==> config.mk <==
export PLATFORM = sky130hd
export DESIGN_NAME = lsf_ctrl
export DESIGN_NICKNAME = d
export VERILOG_FILES = /design/src/rtl/core/lsf_pkg.sv /design/src/rtl/core/lsf_ctrl.sv
export SDC_FILE = /design/constraint.sdc
export NUM_CORES = 1
export LEC_CHECK = 0
export BUFFER_PORTS_ARGS = -buffer_cell sky130_fd_sc_hd__buf_4
export CAP_MARGIN = 30
export CORE_UTILIZATION = 59
export CTS_BUF_LIST = sky130_fd_sc_hd__clkbuf_16
export CTS_CLUSTER_DIAMETER = 200
export DETAILED_ROUTE_END_ITERATION = 16
export PLACE_DENSITY = 0.81
export SLEW_MARGIN = 20
export SYNTH_ARGS = -nofsm -noshare
export SYNTH_HDL_FRONTEND = slang
export SYNTH_SLANG_ARGS = --single-unit
==> constraint.sdc <==
create_clock -name clock -period 2.5 [get_ports clock]
set_input_delay 0.25 -clock clock [delete_from_list [all_inputs] [get_ports clock]]
set_output_delay 0.25 -clock clock [all_outputs]
set_load 0.01 [all_outputs]
==> src/rtl/core/lsf_pkg.sv <==
// shared types and constants for the 3x3 laplacian / sobel filter
// no dependencies; imported by every module of the block except lsf_ram
package lsf_pkg;

   // pixel and register port widths
   localparam int PIX_W        = 8;
   localparam int CSR_ADDR_W   = 2;
   localparam int CSR_DATA_W   = 13;
   localparam int WIDTH_REG_W  = 11;
   localparam int HEIGHT_REG_W = 13;

   // register indexes on the csr port
   typedef enum logic [CSR_ADDR_W-1:0] {
      CSR_FILTER_MODE  = 2'd0,
      CSR_IMAGE_WIDTH  = 2'd1,
      CSR_IMAGE_HEIGHT = 2'd2
   } csr_index_type;

   // filter selection
   typedef enum logic {
      MODE_LAPLACIAN = 1'b0,
      MODE_SOBEL     = 1'b1
   } filter_mode_type;

   // input word
   typedef struct packed {
      logic [PIX_W-1:0] pixel_in;
      logic             drain;
   } req_word_type;

   // result word
   typedef struct packed {
      logic [PIX_W-1:0] pixel_out;
      logic             end_of_row;
      logic             end_of_frame;
   } rsp_word_type;

   // position status of one accepted word, from counters to window stage
   typedef struct packed {
      logic has_result;
      logic top_edge;
      logic bottom_edge;
      logic left_edge;
      logic right_edge;
      logic end_of_row;
      logic end_of_frame;
   } pos_flags_type;

   // one window column, index 0 is the top row
   typedef logic [2:0][PIX_W-1:0] column_type;

   // 3x3 window as [row][col], row 0 top, col 0 left
   typedef logic [2:0][2:0][PIX_W-1:0] window_type;

endpackage

==> src/rtl/core/lsf_ctrl.sv <==
// configuration registers and raster position counters of the filter
// depends on lsf_pkg
module lsf_ctrl import lsf_pkg::*; #(
   parameter int MAX_WIDTH  = 1024,
   parameter int MAX_HEIGHT = 4096,
   localparam int AW = $clog2(MAX_WIDTH)
) (
   input  logic                  clock,
   input  logic                  reset,
   input  logic                  csr_write_en,
   input  logic [CSR_ADDR_W-1:0] csr_index,
   input  logic [CSR_DATA_W-1:0] csr_data,
   input  logic                  accept,
   output logic [AW-1:0]         col_addr,
   output pos_flags_type         flags,
   output filter_mode_type       mode
);

   localparam int HW = $clog2(MAX_HEIGHT);
   localparam int RW = $clog2(MAX_HEIGHT + 2);
   localparam int WIDTH_RESET  = (MAX_WIDTH < 1024) ? MAX_WIDTH : 1024;
   localparam int HEIGHT_RESET = (MAX_HEIGHT < 1024) ? MAX_HEIGHT : 1024;

   filter_mode_type mode_ff, mode_in;
   logic [AW-1:0]   w_last_ff, w_last_in;
   logic [HW-1:0]   h_last_ff, h_last_in;
   logic [AW-1:0]   in_col_ff, in_col_in;
   logic [RW-1:0]   in_row_ff, in_row_in;
   logic [AW-1:0]   out_col_ff, out_col_in;
   logic [HW-1:0]   out_row_ff, out_row_in;

   logic [WIDTH_REG_W-1:0]  wr_width;
   logic [HEIGHT_REG_W-1:0] wr_height;
   logic [AW-1:0]           w_sat_last;
   logic [HW-1:0]           h_sat_last;
   logic                    size_write;
   pos_flags_type           flags_now;

   assign wr_width  = csr_data[WIDTH_REG_W-1:0];
   assign wr_height = csr_data[HEIGHT_REG_W-1:0];

   // clamp written sizes into 1..max and keep size minus one
   always_comb begin
      if (wr_width == '0) begin
         w_sat_last = '0;
      end else if (int'(wr_width) > MAX_WIDTH) begin
         w_sat_last = AW'(MAX_WIDTH - 1);
      end else begin
         w_sat_last = AW'(wr_width - 1'b1);
      end
      if (wr_height == '0) begin
         h_sat_last = '0;
      end else if (int'(wr_height) > MAX_HEIGHT) begin
         h_sat_last = HW'(MAX_HEIGHT - 1);
      end else begin
         h_sat_last = HW'(wr_height - 1'b1);
      end
   end

   // register writes
   always_comb begin
      mode_in    = mode_ff;
      w_last_in  = w_last_ff;
      h_last_in  = h_last_ff;
      size_write = 1'b0;
      if (csr_write_en) begin
         case (csr_index)
            CSR_FILTER_MODE: begin
               mode_in = filter_mode_type'(csr_data[0]);
            end
            CSR_IMAGE_WIDTH: begin
               w_last_in  = w_sat_last;
               size_write = 1'b1;
            end
            CSR_IMAGE_HEIGHT: begin
               h_last_in  = h_sat_last;
               size_write = 1'b1;
            end
            default: begin
            end
         endcase
      end
   end

   // status of the word at the input: a result once w+1 words are in
   always_comb begin
      flags_now.has_result   = (in_row_ff >= RW'(2)) ||
                               ((in_row_ff == RW'(1)) && (in_col_ff != '0));
      flags_now.top_edge     = (out_row_ff == '0);
      flags_now.bottom_edge  = (out_row_ff == h_last_ff);
      flags_now.left_edge    = (out_col_ff == '0);
      flags_now.right_edge   = (out_col_ff == w_last_ff);
      flags_now.end_of_row   = flags_now.right_edge;
      flags_now.end_of_frame = flags_now.right_edge && flags_now.bottom_edge;
   end

   // position counters
   always_comb begin
      in_col_in  = in_col_ff;
      in_row_in  = in_row_ff;
      out_col_in = out_col_ff;
      out_row_in = out_row_ff;
      if (accept) begin
         if (in_col_ff == w_last_ff) begin
            in_col_in = '0;
            in_row_in = RW'(in_row_ff + 1'b1);
         end else begin
            in_col_in = AW'(in_col_ff + 1'b1);
         end
         if (flags_now.has_result) begin
            if (flags_now.end_of_row) begin
               out_col_in = '0;
               out_row_in = HW'(out_row_ff + 1'b1);
            end else begin
               out_col_in = AW'(out_col_ff + 1'b1);
            end
         end
      end
      // frame end or a size change starts a new frame
      if ((accept && flags_now.has_result && flags_now.end_of_frame) || size_write) begin
         in_col_in  = '0;
         in_row_in  = '0;
         out_col_in = '0;
         out_row_in = '0;
      end
   end

   always_ff @(posedge clock) begin
      if (reset) begin
         mode_ff    <= MODE_LAPLACIAN;
         w_last_ff  <= AW'(WIDTH_RESET - 1);
         h_last_ff  <= HW'(HEIGHT_RESET - 1);
         in_col_ff  <= '0;
         in_row_ff  <= '0;
         out_col_ff <= '0;
         out_row_ff <= '0;
      end else begin
         mode_ff    <= mode_in;
         w_last_ff  <= w_last_in;
         h_last_ff  <= h_last_in;
         in_col_ff  <= in_col_in;
         in_row_ff  <= in_row_in;
         out_col_ff <= out_col_in;
         out_row_ff <= out_row_in;
      end
   end

   assign col_addr = in_col_ff;
   assign flags    = flags_now;
   assign mode     = mode_ff;

endmodule

Word-level counts from Yosys, hierarchy flattened
Index checks and enable logic that the tools add are counted.
{ "op_classes": {"muxes": 8, "n_lt_le_gt_ge": 3, "eq_ne": 6, "reduce_logical": 20, "addsub": 6} }
{ "op_table": {"columns": ["cell", "n"], "rows": [
  ["$mux 10", 4],
  ["$mux 12", 2],
  ["$add 10x1->10 const B", 2],
  ["$eq 10x10->1", 2],
  ["$add 13x1->13 const B", 1],
  ["$eq 13x1->1 const B", 1],
  ["$ge 13x2->1 const B", 1],
  ["$gt 13x13->1 const B", 1],
  ["$logic_not 13->1", 1],
  ["$add 12x1->12 const B", 1],
  ["$eq 12x12->1", 1],
  ["$logic_not 12->1", 1],
  ["$sub 12x1->12 const B", 1],
  ["$gt 11x11->1 const B", 1],
  ["$logic_not 11->1", 1],
  ["$logic_not 10->1", 1],
  ["$reduce_and 2->1", 5],
  ["$reduce_bool 10->1", 1],
  ["$sub 10x1->10 const B", 1],
  ["$logic_and 1x1->1", 4],
  ["$reduce_or 2->1", 2],
  ["$reduce_and 3->1", 1],
  ["$eq 2x1->1 const B", 1],
  ["$eq 2x2->1 const B", 1],
  ["other kinds (3)", 5]
]} }
{ "word_totals": {"output_inout_bits": 18, "regBits": 68, "word_cells": 50, "inputBits": 19} }

Longest topological paths before layout
Gate-level depths: netlist of the first run.
{ "depth": {"depth_word": 7, "depth_mapped": 9, "mapped_depth_nobuf": 7} }

Worst setup path before layout of the first run
No wires, ideal clock.
{ "synth_path": {"path_type": "register to register", "start": "register in_col_ff[0] (netlist: col_addr[0])", "end": "register out_row_ff[9]", "period_less_slack_ps": 2074, "setup_time_ps": 125, "setup_slack_ps": 426, "required_ps": 2375, "path_stages_with_launch": 10, "arrival_ps": 1949, "cell_sequence": "dfxtp_1 -> inv_1 -> ha_1 -> nor4b_1 -> a31oi_1 -> o2111ai_2 -> buf_2 -> buf_4 -> o31ai_1 -> a21oi_1"} }
{ "synth_via": {"elab_chain_cells": 7, "elab_cells_between_ends": 8, "classes_between": "8 x reduce/logical"} }
{ "synth_rtl": {"columns": ["element", "line_no", "text"], "rows": [
  ["start, declared", "lsf_ctrl.sv:27", "logic [AW-1:0] in_col_ff, in_col_in;"],
  ["start signal, assigned", "lsf_ctrl.sv:141", "in_col_ff <= in_col_in;"],
  ["$reduce_bool 10->1 *", "lsf_ctrl.sv:88", "((in_row_ff == RW'(1)) && (in_col_ff != '0));"],
  ["$logic_and 1x1->1 *", "lsf_ctrl.sv:88", null],
  ["$logic_or 1x1->1 *", "lsf_ctrl.sv:87", "flags_now.has_result = (in_row_ff >= RW'(2)) ||"],
  ["$logic_and 1x1->1 (2 in series)", "lsf_ctrl.sv:120", "if ((accept && flags_now.has_result && flags_now.end_of_frame) || size_write) begin"],
  ["$logic_or 1x1->1", "lsf_ctrl.sv:120", null],
  ["$reduce_or 2->1 (no source line)", null, null],
  ["end signal, assigned", "lsf_ctrl.sv:144", "out_row_ff <= out_row_in;"],
  ["end, declared", "lsf_ctrl.sv:30", "logic [HW-1:0] out_row_ff, out_row_in;"]
]} }
Every way passes the cells marked *; elsewhere a longest branch is shown, timed or not.
A chain may end at the register's enable or synchronous reset.

Final worst setup path of the first run
{ "layout_path": {"start": "register in_col_ff[1] (netlist: col_addr[1])", "end": "register out_row_ff[7]"} }
Same word-level chain as after synthesis.

==> results of run 1 <==
-- worst paths after layout --
path | end | depth (start not counted)
setup reg to reg | out_row_ff[7] | 8
setup / recovery | out_row_ff[7] | 8
hold / removal | h_last_ff[0] | 3
hold reg to reg | mode | 2
-- layout make-up --
type,count,share of cell area (%)
multi-input combinational,355,52.36
sequential,68,30.42
timing repair buffer,46,7.716
clock buffer,9,5.032
tap,77,2.153
inverter,20,1.677
clock inverter,7,0.6430
-- state kept, by name (all words and copies together) (netlist names) --
name / count
w_last_ff: 10
mode: 1
h_last_ff: 12
col_addr: 10
out_row_ff: 12
in_row_ff: 13
out_col_ff: 10
-- kinds of logic after synthesis --
| group | after synthesis |
|---|---|
| adder cells (fa/ha/maj) | 15 |
| multiplexers | 1 |
| flip-flops | 68 |
| AO/OA/AOI/OAI | 100 |
| XOR/XNOR | 61 |
| buffers and inverters | 39 |
| AND/OR/NAND/NOR | 178 |
-- report_power, final --
| group | internal [mW] | switching [mW] | total [mW] | leakage (nW) |
|---|---|---|---|---|
| logic | 0.0783 | 0.107 | 0.185 | 0.957 |
| clock network | 0.648 | 0.429 | 1.08 | 0.142 |
| registers | 1.11 | 0.0201 | 1.13 | 0.551 |
-- per-stage QoR --
| stage | power [mW] | setup WS (ps) | instances | util (%) |
|---|---|---|---|---|
| after floorplan | 1.257 | 425.5 | 462 | - |
| final | 2.387 | 211.6 | 582 | 70.48 |
| after detailed placement | 1.331 | 209.8 | 566 | 66.36 |
| after global routing | 2.471 | 0.9617 | 582 | 70.48 |
| after CTS | 2.396 | 184.3 | 582 | 70.36 |
| after global placement | 1.325 | 287.3 | 566 | 66.36 |
-- cell usage in the layout (no fill, tap or decap), types with 2 or more instances in the layout --
cell type	count
a211o_1	2
a21o_1	2
a21oi_1	38
a221o_1	12
a31oi_1	2
and3_1	6
buf_4	46
clkbuf_16	9
clkinv_1	2
clkinv_2	2
dfxtp_1	68
ha_1	14
inv_1	23
nand2_1	46
nand2b_1	5
nand3_1	13
nand3b_1	2
nand4_1	11
nand4b_1	2
nor2_1	33
nor3_1	17
nor4_1	11
nor4_2	3
o2111ai_1	6
o21ai_0	20
o21ai_1	3
o31ai_1	6
or3_1	14
or4_1	6
xnor2_1	14
xor2_1	47
-- metal layers --
| metal | vias to the layer above | routed length, um | global-route usage (%) |
|---|---|---|---|
| met3 | 8 | 364 | 6.064 |
| met4 | 0 | 99 | 10.19 |
| met5 | - | 0 | 0 |
| li1 | 1742 | - | - |
| met1 | 1650 | 3972 | 33.90 |
| met2 | 87 | 4413 | 45.98 |
-- tightest hold or removal path, stage by stage --
cell,delay (ps)
buf_4,100
o21ai_0,70
nand2_1,60
==> results by group, run 1 <==
Critical path
  • Critical path buffers and inverters: 2
  • Critical-path cell list: inv_1 -> ha_1 -> nor4b_1 -> a31oi_1 -> o2111ai_2 -> buf_4 -> or4_1 -> a21oi_1
  • Crit path largest cell delay: 520 ps
  • Max FO, Critical Path: 23
  • Delay-heaviest family, CP: simple AND/OR/NAND/NOR gates
  • Critical path class: flip-flop to flip-flop
  • CP max-delay cell: or4_1
  • WP data required: 2760 ps
  • Worst R2R Setup Slack: 210 ps
  • Crit path from: col_addr[1]
  • WP data arrival: 2550 ps
  • Worst r2r src: col_addr[1]
  • Worst setup EP type: flip-flop
  • Critical Path Start Type: flip-flop

Die
  • I/O pins: 37
  • Initial core utilization: 60.79%
  • Full die area: 0.006870 sq mm
  • Number of placement rows: 29
  • Die X: 82.89 um
  • Die Y: 82.89 um
  • Core ar.: 0.006350 sq mm

CTS
  • Clock-pin slew on the worst setup and hold paths: 50 ps
  • # hold bufs at CTS: 0
  • Clock buffer depth: 2
  • Resize count post-CTS: 0
  • CTS Sinks: 68
  • Clock latency on the worst-skew pair: 330 ps
  • CTS tree: yes
  • H-tree depth: 3
  • Post-CTS Setup Bufs: 0
  • Root buffer cell: clkbuf_16
  • CTS Buf Count: 9

Global route
  • Number of global-route vias before repair: 3279
  • Initial antenna violation count: 0
  • Global-route usage over all layers: 27.23%
  • First-pass GRT wire length: 15250 um
  • Largest net degree at the start of global routing: 27
  • Total gr overflow: 0

Routing
  • Via/cell ratio: 5.991
  • DR vias: 3487
  • Drt pass-1 iters: 4
  • DR iter-0 viols: 146
  • Post-DRT Antenna Nets: 0
  • Routed length per instance: 15.21 um
  • DRC viols: 0
  • Final wirelength: 8850 um

Placement
  • Final Wtd Congestion: 0.9093
  • Port Buf Inserts: 36
  • Dpl cell area: 0.004214 sq mm
  • DP HPWL: 6683 um

Layout
  • Area delta synth->final: 15.95%
  • Final net count: 533
  • FF+latch area: 0.001361 sq mm
  • Antenna Cells: 0
  • Layout fillers: 491
  • Share of cells above drive strength 1: 13.66%
  • Area of the multi-input gates: 0.002344 sq mm
  • Final Cell Area: 0.004476 sq mm

Run status
  • Status: finished clean

Logic synthesis
  • Synth Area per Inst: 8.355 sq um
  • Post-Synth Adder-Cell Area: 4.797%
  • Synth async-reset ratio: 0%
  • Synth area leaders: dfxtp_1, xor2_1, a21oi_1
  • Post-synthesis mux area share: 0.2593%
  • FF+latch count, synth: 68
  • Syn Nets: 495
  • Post-synth top cells: dfxtp_1, xor2_1, nand2_1
  • Post-synth top area cell: dfxtp_1
  • Synth Warn #: 0
  • Post-Synthesis Cells: 462
  • XOR/XNOR share of the synthesized area: 13.84%
  • Most frequent cell after synthesis: dfxtp_1
  • Post-Synth Simple-Gate Area: 24.80%
  • Most used DFF post-synth: dfxtp_1
  • Main combinational cell family by area after synthesis: simple AND/OR/NAND/NOR gates
  • Part of the Yosys area used for sequential elements: 35.27%
  • Post-synth EDFFs: 0
  • Synthesized cell area: 0.003860 sq mm
  • Synth unique cells: 50
  • Synth Area in Compound Gates: 16.82%
  • Top-area cell type share of the netlist area: 35.27%

STA
  • Endpoints failing setup: 0
  • Worst-margin pin slew: 839.3 ps
  • Final worst path period share: 91.54%
  • Worst Hold Margin: 196.8 ps
  • Rel. slew slack: 44.04%
  • Achievable frequency: 0.4370 GHz
  • Final worst path period need: 2288 ps
  • Max Slew Vio Count: 0
  • Clock Skews: 7.590 ps
  • Final setup TNS: 0 ps
  • RSZ-0062 raised after global routing: false
  • Final hold violations: 0

Run
  • Maxcap violations: 0

Power
  • Power Density: 533.4 mW/mm^2
  • Peak VDD IR: 478.5 uV
  • Leakage: 1.650 nW

Worst hold path
  • Worst hold start: csr_data[12]
  • Min-delay worst type: input port to flip-flop
(Power assumes the default switching activity.)
==> run 2, diff against run 1 <==
CORE_ASPECT_RATIO = 0.8   (was default)
==> run 2 against run 1 <==
Net effect:
- register-to-register slack worse by 40 ps
- fmax down 1.7%
- via count rose by 2.5%
- sequential power hardly changed
- clock power about the same
- critical endpoint is now col_addr[6]
==> results by group, run 2 (synthesized netlist as in run 1, its figures left out) <==
Routing
  • Metal2 WL: 4390 um
  • Via/cell ratio: 6.111
  • Drt pass-1 iters: 6
  • DR iter-0 viols: 216
  • Final wirelength: 9462 um
  • Met3 WL post-DR: 564 um
  • Routed length per instance: 16.17 um
  • DR vias: 3575
  • DRC viols: 0
  • Post-DRT Antenna Nets: 0
  • Metal-1 WL: 4396 um
  • DR top layer: met4

Layout
  • Commonest non-fill, non-tap cell in the layout: dfxtp_1
  • Final net count: 532
  • Area of the multi-input gates: 0.002336 sq mm
  • Area delta synth->final: 15.85%
  • Largest regs: in_row_ff x13, h_last_ff x12, out_row_ff x12
  • Antenna Cells: 0
  • Largest register FFs: 13
  • Most frequent cells in the layout: dfxtp_1, xor2_1, nand2_1
  • FF+latch area: 0.001361 sq mm
  • Post-layout util: 73.31%
  • Top reg by flops: in_row_ff
  • Share of cells above drive strength 1: 14.09%
  • Final Cell Area: 0.004472 sq mm
  • Layout fillers: 481

STA
  • Worst-margin pin slew: 835.3 ps
  • Clock Skews: 5.018 ps
  • Achievable frequency: 0.4293 GHz
  • Final worst path period need: 2329 ps
  • Final worst path period share: 93.17%
  • RSZ-0062 raised after global routing: false
  • Rel. slew slack: 44.31%
  • Endpoints failing setup: 0
  • Final hold violations: 0
  • Max Slew Vio Count: 0
  • Final setup TNS: 0 ps

Die
  • Number of placement rows: 25
  • Die X: 92.43 um
  • Initial core utilization: 63.28%
  • Full die area: 0.006872 sq mm
  • I/O pins: 37
  • Core ar.: 0.006100 sq mm
  • Die Y: 74.35 um

Critical path
  • Cell repeated most along the worst path: buf_4
  • Critical path buffers and inverters: 3
  • Crit path largest cell delay: 430 ps
  • Critical path class: flip-flop to flip-flop
  • WP data required: 2740 ps
  • Critical Path Start Type: flip-flop
  • CP max-delay cell: dfxtp_1
  • Max FO, Critical Path: 24
  • WP data arrival: 2570 ps
  • Worst setup EP type: flip-flop
  • Delay-heaviest family, CP: buffers and inverters
  • Critical-path cell list: inv_1 -> ha_1 -> nor4_1 -> a41oi_1 -> o2111ai_2 -> buf_4 -> o21ai_2 -> buf_4 -> nor3_1

CTS
  • # hold bufs at CTS: 0
  • Clock-pin slew on the worst setup and hold paths: 50 ps
  • Clock latency on the worst-skew pair: 330 ps
  • CTS tree: yes
  • H-tree depth: 3
  • Clock buffer depth: 2
  • CTS Buf Count: 9
  • Root buffer cell: clkbuf_16
  • Resize count post-CTS: 0
  • Post-CTS Setup Bufs: 0
  • CTS Sinks: 68

Worst hold path
  • Min-delay worst type: input port to flip-flop

Global route
  • First-pass GRT wire length: 15430 um
  • Initial antenna violation count: 0
  • Number of global-route vias before repair: 3246
  • Total gr overflow: 0
  • Largest net degree at the start of global routing: 27
  • Global-route usage over all layers: 28.89%

Run status
  • Status: finished clean

Power
  • Peak VDD IR: 447.9 uV
  • Leakage: 1.637 nW
  • Power Density: 541.6 mW/mm^2

Placement
  • Dpl cell area: 0.004212 sq mm
  • DP HPWL: 6885 um
  • Final Wtd Congestion: 0.9304
  • Port Buf Inserts: 36

Run
  • Maxcap violations: 0
[run 2: cell count changes in the layout (fill, tap and decap cells not counted), sizes merged]
cell | before | now
buf | 46 | 45
inv | 23 | 20
clkinvlp | 0 | 1
clkinv | 4 | 6
[run 2: final timing paths]
check        depth (start not counted)       endpoint  slack (ps)           from
max                                  9    col_addr[6]         170   in_row_ff[0]
min                                  3   h_last_ff[0]         180   csr_data[12]
max reg2reg                          9    col_addr[6]         170   in_row_ff[0]
min reg2reg                          2  h_last_ff[11]         480  h_last_ff[11]
[run 2: cell type report]
| type | instances | share of cell area [%] |
|---|---|---|
| Timing Repair Buffer | 45 | 7.555 |
| Clock inverter | 7 | 0.7834 |
| Clock buffer | 9 | 5.036 |
| Sequential cell | 68 | 30.44 |
| Multi-Input combinational cell | 355 | 52.24 |
| Tap cell | 81 | 2.266 |
| Inverter | 20 | 1.679 |
[run 2: power breakdown]
part / switching (mW) / internal [mW]
combinational: 0.110 / 0.0778
clock: 0.452 / 0.655
sequential: 0.0220 / 1.10
[run 2: worst reg2reg max path, cell delays in order, from the launching register on]
cell	delay, ps
dfxtp_1	430
inv_1	90
ha_1	210
nor4_1	270
a41oi_1	230
o2111ai_2	210
buf_4	280
o21ai_2	80
buf_4	230
nor3_1	220
[run 2: per-layer routing]
| layer | track usage, % | vias up |
|---|---|---|
| met1 | 38.82 | 1689 |
| met5 | 0 | - |
| met2 | 46.91 | 125 |
| met4 | 10.59 | 0 |
| met3 | 5.419 | 15 |
| li1 | - | 1746 |
[run 2: metrics by stage]
stage / std cells / total power [mW] / setup WS (ps) / hold WS [ps]
finish: 585 / 2.422 / 170.8 / 183.6
global placement: 569 / 1.327 / 328.2 / 460.7
floorplan: 462 / 1.257 / 425.5 / 374.8
detailed placement: 569 / 1.334 / 219.8 / 472.3
global route: 585 / 2.499 / 13.96 / 242.5
CTS: 585 / 2.430 / 172.5 / 175.6
